**config.mk**
```make
export PLATFORM = sky130hd
export DESIGN_NAME = wpwb_scale
export DESIGN_NICKNAME = d
export VERILOG_FILES = /design/src/wpwb_pkg.sv /design/src/wpwb_scale.sv
export SDC_FILE = /design/constraint.sdc
export NUM_CORES = 1
export LEC_CHECK = 0
export ABC_AREA = 1
export BUFFER_PORTS_ARGS = -buffer_cell sky130_fd_sc_hd__buf_2
export CAP_MARGIN = 15
export CORE_UTILIZATION = 41
export CTS_CLUSTER_DIAMETER = 30
export CTS_CLUSTER_SIZE = 28
export DETAILED_ROUTE_END_ITERATION = 6
export MAX_ROUTING_LAYER = met4
export PLACE_DENSITY_LB_ADDON = 0.15
export SLEW_MARGIN = 10
export SYNTH_ARGS = -nofsm -noshare
export SYNTH_HDL_FRONTEND = slang
export SYNTH_SLANG_ARGS = --single-unit
```
**constraint.sdc**
```tcl
create_clock -name clk -period 4.14 [get_ports clk]
set_clock_uncertainty 0.2 [all_clocks]
set_input_delay 0.828 -clock clk [delete_from_list [all_inputs] [get_ports clk]]
set_output_delay 0.828 -clock clk [all_outputs]
set_load 0.005 [all_outputs]
```
**src/wpwb_pkg.sv**
```systemverilog
package wpwb_pkg;

	localparam int unsigned MAX_PIXELS_DEF = 4096;
	localparam int unsigned GRAY_BINS      = 256;
	localparam logic [6:0]  PCT_MAX        = 7'd100;
	localparam logic [7:0]  LEVEL_MAX      = 8'd255;
	localparam logic [7:0]  TARGET_RESET   = 8'd255;

	// opcodes
	localparam logic OP_LOAD  = 1'b0;
	localparam logic OP_FETCH = 1'b1;

	// register index (paddr[2])
	localparam logic REG_PERCENT = 1'b0;
	localparam logic REG_TARGET  = 1'b1;

	typedef struct packed {
		logic       opcode;
		logic [7:0] blue;
		logic [7:0] green;
		logic [7:0] red;
		logic       last_in;
	} in_t;

	typedef struct packed {
		logic [7:0] out_blue;
		logic [7:0] out_green;
		logic [7:0] out_red;
		logic       last_out;
		logic       valid_res;
	} out_t;

	// luma weights sum to 2^14, so the rounded sum fits 22 bits
	function automatic logic [7:0] gray_of(logic [23:0] px);
		logic [21:0] acc;
		acc = 22'd1868 * 22'(px[7:0]) + 22'd9617 * 22'(px[15:8])
			+ 22'd4899 * 22'(px[23:16]) + 22'd8192;
		return acc[21:14];
	endfunction

endpackage

```
**src/wpwb_scale.sv**
```systemverilog
module wpwb_scale import wpwb_pkg::*; #(
	parameter int unsigned CW   = 13,
	localparam int unsigned SW  = CW + 8,
	localparam int unsigned NW  = CW + 16
) (
	input  logic          clk,
	input  logic          arst_n,
	input  logic          start,
	input  logic [NW-1:0] n,
	input  logic [SW-1:0] sum,
	output logic          done,
	output logic [7:0]    res
);

	logic [NW-1:0] rem_q;
	logic [SW-1:0] sum_q;
	logic [7:0]    quo_q;
	logic [2:0]    bit_q;
	logic          busy_q;
	logic          fin_q;
	logic          zero_q;
	logic          sat_q;
	logic          done_q;
	logic [7:0]    res_q;

	logic [NW-1:0] shifted;
	logic [SW:0]   rem2;
	logic          round_up;
	logic [8:0]    quo_r;

	assign shifted  = NW'(sum_q) << bit_q;
	assign rem2     = {rem_q[SW-1:0], 1'b0};
	assign round_up = (rem2 > {1'b0, sum_q}) || ((rem2 == {1'b0, sum_q}) && quo_q[0]);
	assign quo_r    = {1'b0, quo_q} + 9'(round_up);

	always_ff @(posedge clk or negedge arst_n) begin
		if (!arst_n) begin
			busy_q <= 1'b0;
			fin_q  <= 1'b0;
			done_q <= 1'b0;
		end else begin
			done_q <= 1'b0;
			if (start) begin
				rem_q  <= n;
				sum_q  <= sum;
				quo_q  <= '0;
				bit_q  <= 3'd7;
				busy_q <= 1'b1;
				zero_q <= (sum == '0);
				sat_q  <= (n >= {sum, 8'h00});
			end else if (busy_q) begin
				// restoring division, one quotient bit per cycle
				if (rem_q >= shifted) begin
					rem_q        <= rem_q - shifted;
					quo_q[bit_q] <= 1'b1;
				end
				if (bit_q == 3'd0) begin
					busy_q <= 1'b0;
					fin_q  <= 1'b1;
				end else begin
					bit_q <= bit_q - 3'd1;
				end
			end else if (fin_q) begin
				fin_q  <= 1'b0;
				done_q <= 1'b1;
				if (zero_q) begin
					res_q <= '0;
				end else if (sat_q || quo_r[8]) begin
					res_q <= LEVEL_MAX;
				end else begin
					res_q <= quo_r[7:0];
				end
			end
		end
	end

	assign done = done_q;
	assign res  = res_q;

endmodule

```
; ---- Word-level counts from Yosys, hierarchy flattened
; Index checks and enable logic that the tools add are counted.
[totals]
ff_bits = 74
input_bits = 53
output_inout_bits = 9
wordCells = 54
[classes]
n_addsub = 3
n_lt_le_gt_ge = 5
eq_ne = 2
shift = 1
n_mux = 18
n_bitwise = 3
n_reduce_logical = 12
[op_table]
columns = cell, n
row1 = 29-bit 2-to-1 mux, 3
row2 = 29-bit >= comparator, 2
row3 = 21-bit by 3-bit left shift with 29-bit output, 1
row4 = 29-bit subtractor, 1
row5 = 8-bit 2-to-1 mux, 3
row6 = 22-bit by 21-bit == test with 1-bit output, 1
row7 = 22-bit by 21-bit greater-than comparator with 1-bit output, 1
row8 = 21-bit zero test, 1
row9 = 8-bit by 1-bit adder with 9-bit output, 1
row10 = 1-bit 2-to-1 mux, 9
row11 = 8-bit OR, 1
row12 = 3-bit 2-to-1 mux, 2
row13 = 3-bit by 4-bit less-than comparator with 1-bit output (second input constant), 1
row14 = 2-bit AND reduction, 2
row15 = 4-bit AND reduction, 1
row16 = 2-bit nonzero test, 2
row17 = 1-bit demux with 3-bit select, 1
row18 = 3-bit by 1-bit >= comparator with 1-bit output (second input constant), 1
row19 = 3-bit zero test, 1
row20 = 3-bit AND reduction, 1
row21 = 3-bit by 1-bit subtractor with 3-bit output (second input constant), 1
row22 = 1-bit logical AND, 2
row23 = 1-bit logical OR, 2
row24 = 2-bit by 1-bit inequality test with 1-bit output (second input constant), 1
row25 = 1-bit NOT, 2

; ---- Logic depth before layout (Yosys ltp)
[depth]
depth_word = 7
ltp_mapped = 21
mapped_depth_nobuf = 19

; ---- Worst setup path after synthesis
; OpenSTA, ideal clock, no wires.
[synth_timing]
path_kind = register to register
start = register bit_q[0]
end = register rem_q[0] (enable)
setup_time_ps = 386
arrival_time_ps = 2963
slack_ps = 591
stages_incl_launch_ff = 17
period_less_slack_ps = 3549
path_cell_list = edfxtp_1 -> buf_2 -> buf_2 -> o21ai_0 -> mux2i_1 -> or2_2 -> ha_1 -> nand2_1 -> nor2_1 -> nand2_1 -> nand3_2 -> nand2_1 -> nand2_2 -> nand3_4 -> nand2_8 -> nand3_1 -> nand2_1
[synth_between]
elab_chain_len = 4
[synth_rtl]
columns = element, line_no
row1 = from (decl), wpwb_scale.sv:18  ; logic [2:0] bit_q;
row2 = from (signal assigned), wpwb_scale.sv:61  ; bit_q <= bit_q - 3'd1;
row3 = 21-bit by 3-bit left shift with 29-bit output, wpwb_scale.sv:31  ; assign shifted = NW'(sum_q) << bit_q;
row4 = 29-bit >= comparator, wpwb_scale.sv:53  ; if (rem_q >= shifted) begin
row5 = 2-bit nonzero test (no source line), -
row6 = 3-bit AND reduction (no source line), -
row7 = to (signal assigned), wpwb_scale.sv:44  ; rem_q <= n;
row8 = to (signal assigned), wpwb_scale.sv:54  ; rem_q <= rem_q - shifted;
row9 = to (decl), wpwb_scale.sv:15  ; logic [NW-1:0] rem_q;
; No other way between the ends.
; A chain may end at the register's enable or synchronous reset.

; ---- Final worst setup path
[layout_timing]
start = register bit_q[0]
end = register rem_q[19] (enable)
; Same word-level chain as after synthesis.

==> impl_metrics.py <==
metrics = {
    "outcome": {
        "status": "complete, no violations",
    },
    "critical_path": {
        "arrival_ns": 3.50,
        "path_max_fanout": 45,
        "cp-start-kind": "flip-flop",
        "cpPeakStageDelay_ns": 0.42,
        "worstPathCellList": "buf_12 > o21ai_0 > mux2i_1 > or2_2 > ha_1 > nand2_1 > nor2_1 > nand2_1 > nand3_2 > nand2_1 > nand2_2 > nand3_4 > nand2_8 > nand3_1 > nand2_1 > buf_12",
        "crit_top_cell": "nand2_1",
        "critPathKind": "flip-flop to flip-flop",
        "endpoint_kind": "flip-flop",
        "crit_path_top_delay_cell": "edfxtp_1",
        "critPathRequiredTime_ns": 3.98,
    },
    "placed_design": {
        "numPortBuffers": 61,
        "dpl.hpwl_um": 17500,
        "place_ws_ns": 0.546,
        "place.gp.congestion": 0.901,
    },
    "yosys": {
        "synthArstFlopShare_pct": 4.05,
        "ys_seq_elements": 74,
        "synth_nets": 1158,
        "syn_area_um2": 7120,
        "syn_avg_cell_area_um2": 6.91,
        "ys_types": 43,
        "synth_edf_count": 71,
        "ys.flop_type": "edfxtp_1",
        "synth_cells": 1031,
        "yosys_warnings": 0,
        "ys_seq_area_share_pct": 31.0,
    },
    "layout": {
        "drive_above_1_share_pct": 12.6,
        "nets": 1217,
        "fin_util_pct": 48.0,
        "layout_commonest_cell": "nand2_1",
        "syn2layout_area_growth_pct": 12.8,
        "final_cell_mix": "332 x nand2_1, 158 x inv_1, 73 x ha_1",
        "n_antenna_cell": 0,
    },
    "floorplan": {
        "rows": 47,
        "dieArea_um2": 17900,
        "initial_core_util_pct": 42.5,
        "die_x_um": 134,
        "fp.dieH_um": 134,
        "num_io_pins": 62,
        "core_area_um2": 16800,
    },
    "global_route": {
        "grt_pass1_vias": 6141,
        "overflow": 0,
        "antenna_found_initial": 0,
        "grt_max_degree": 46,
        "grt_pass1_wl_um": 32700,
        "grt.total_usage_pct": 24.8,
    },
    "detailed_routing": {
        "avgViaCountPerCell": 5.04,
        "wl_per_cell_um": 15.9,
        "first_pass_iters": 5,
        "drc": 0,
        "antenna_left": 0,
        "vias": 6629,
        "drtIter0Drc": 428,
        "wl_um": 21000,
    },
    "clocking": {
        "cts_buffers": 9,
        "postCtsHoldBufs": 0,
        "ctsLongestPathBuffers": 2,
        "cts_root_buffer": "clkbuf_16",
        "cts_resized": 0,
        "clk_pin_slew_worst_paths_ns": 0.07,
        "cts_tree": "done",
        "cts_setup_buffers": 0,
        "cts_max_level": 3,
        "worstSkewPairLatency_ns": 0.35,
        "cts.sinks": 74,
    },
    "power": {
        "p_per_area_nw_per_um2": 451,
        "irDropWorstVdd_uv": 278,
        "leakage_nw": 4.06,
    },
    "timing": {
        "hold_viol_final": 0,
        "tightest_slew_ns": 1.03,
        "rsz0062_at_grt": "false",
        "finalCriticalPeriod_ns": 3.66,
        "drv_slew": 0,
        "fmax_ghz": 0.273,
        "setup_violations": 0,
        "post-route-period-util_pct": 88.4,
        "fin_ws_ns": 0.480,
        "hold_ws_ns": 0.186,
        "maxSlewHeadroom_pct": 30.6,
        "setup_tns_ns": 0,
    },
    "min_path": {
        "hold_class": "input pin to asynchronous set/reset pin",
    },
    "flow_run": {
        "cap_viol_max_count": 0,
    },
}
-- path summary, 6_finish.rpt --
path | from | endpoint | slack, ns | cells after the start
max | bit_q[0]$_SDFFCE_PP1P_ | rem_q[19]$_DFFE_PP_ | 0.48 | 16
min in group clk | fin_q$_DFFE_PN0P_ | done$_DFF_PN0_ | 0.34 | 2
min | arst_n | busy_q$_DFF_PN0_ | 0.19 | 1
min reg2reg | fin_q$_DFFE_PN0P_ | done$_DFF_PN0_ | 0.34 | 2
max in group asynchronous | arst_n | done$_DFF_PN0_ | 3.29 | 1
max reg2reg | bit_q[0]$_SDFFCE_PP1P_ | rem_q[19]$_DFFE_PP_ | 0.48 | 16
-- registers in the layout, indices dropped and copies added, names as in the netlist --
name    flops
rem_q      29
bit_q       3
fin_q       1
sum_q      21
sat_q       1
done        1
res         8
busy_q      1
quo_q       8
zero_q      1
-- per-layer routing --
metal,up-vias,share of wire (%),track usage (%)
met5,-,0,-
met4,0,1.7,6.19
met3,24,4.0,3.59
met2,128,47,40.6
met1,2983,47,32.1
li1,3494,-,-
-- worst max-delay path: cells and delay by family, from the launching register on --
| kind | cells | cell delay, ns |
|---|---|---|
| buffers and inverters | 2 | 0.40 |
| and+or+nand+nor | 11 | 1.44 |
| DFF | 1 | 0.42 |
| adders and majority gates | 1 | 0.34 |
| muxes | 1 | 0.17 |
| AOI/OAI and AO/OA | 1 | 0.34 |
-- cells in the mapped netlist (2+ instances only) --
| cell type | count | area (µm²) |
|---|---|---|
| and2_1 | 3 | 18.8 |
| nor3_1 | 10 | 50.1 |
| mux2i_1 | 7 | 70.1 |
| buf_2 | 8 | 40.0 |
| a21oi_2 | 8 | 70.1 |
| xnor2_1 | 3 | 26.3 |
| dfrtp_1 | 3 | 75.1 |
| nand3b_1 | 4 | 30.0 |
| nor2_2 | 5 | 31.3 |
| buf_1 | 4 | 15.0 |
| clkinv_1 | 2 | 7.51 |
| inv_2 | 10 | 37.5 |
| nand3_1 | 64 | 320 |
| or2_2 | 5 | 31.3 |
| nand2_2 | 16 | 100 |
| or2_1 | 3 | 18.8 |
| nand2_1 | 332 | 1250 |
| ha_1 | 73 | 913 |
| nor2_1 | 59 | 221 |
| a21oi_1 | 48 | 240 |
| a31oi_1 | 4 | 25.0 |
| o211ai_1 | 2 | 15.0 |
| o21ai_0 | 68 | 340 |
| clkbuf_1 | 9 | 33.8 |
| xor2_1 | 3 | 26.3 |
| nor4_1 | 7 | 43.8 |
| inv_1 | 158 | 593 |
| o22ai_1 | 2 | 12.5 |
| o21bai_1 | 4 | 30.0 |
| nand4_1 | 20 | 125 |
| edfxtp_1 | 71 | 2130 |
| nor3_2 | 2 | 20.0 |
| a211oi_1 | 2 | 15.0 |
| nor2_4 | 3 | 33.8 |
-- layout make-up --
cell class | count | area, µm²
clock buffer | 10 | 239
multi-input combinational | 766 | 4190
clock inverter | 6 | 97.6
inverter | 170 | 638
sequential | 74 | 2210
tap | 220 | 275
fill | 1765 | 8720
timing repair buffer | 69 | 390
-- logic make-up after synthesis --
logic type / after synthesis / synth area share (%)
flip-flops: 74 / 31.0
buffers and inverters: 191 / 10.2
adder cells (fa/ha/maj): 74 / 13.1
multiplexers: 7 / 0.984
AND/OR/NAND/NOR: 537 / 33.1
XOR/XNOR: 6 / 0.738
AO/OA/AOI/OAI: 142 / 10.9
-- power breakdown --
group          internal (W)  leakage [nW]  switching (W)
clock              0.000553         0.165       0.000348
combinational      0.000573          3.18        0.00110
sequential         0.000964         0.718      0.0000842
total               0.00209          4.06        0.00154
-- metrics by stage --
step | total power (W) | cell area [µm²] | std cells
after floorplan | 0.00227 | 7120 | 1031
after global placement | 0.00271 | 7700 | 1299
after detailed placement | 0.00272 | 7700 | 1299
after CTS | 0.00363 | 8040 | 1315
after global routing | 0.00390 | 8040 | 1315
final | 0.00363 | 8040 | 1315
Power figures use the tool's default switching activity.
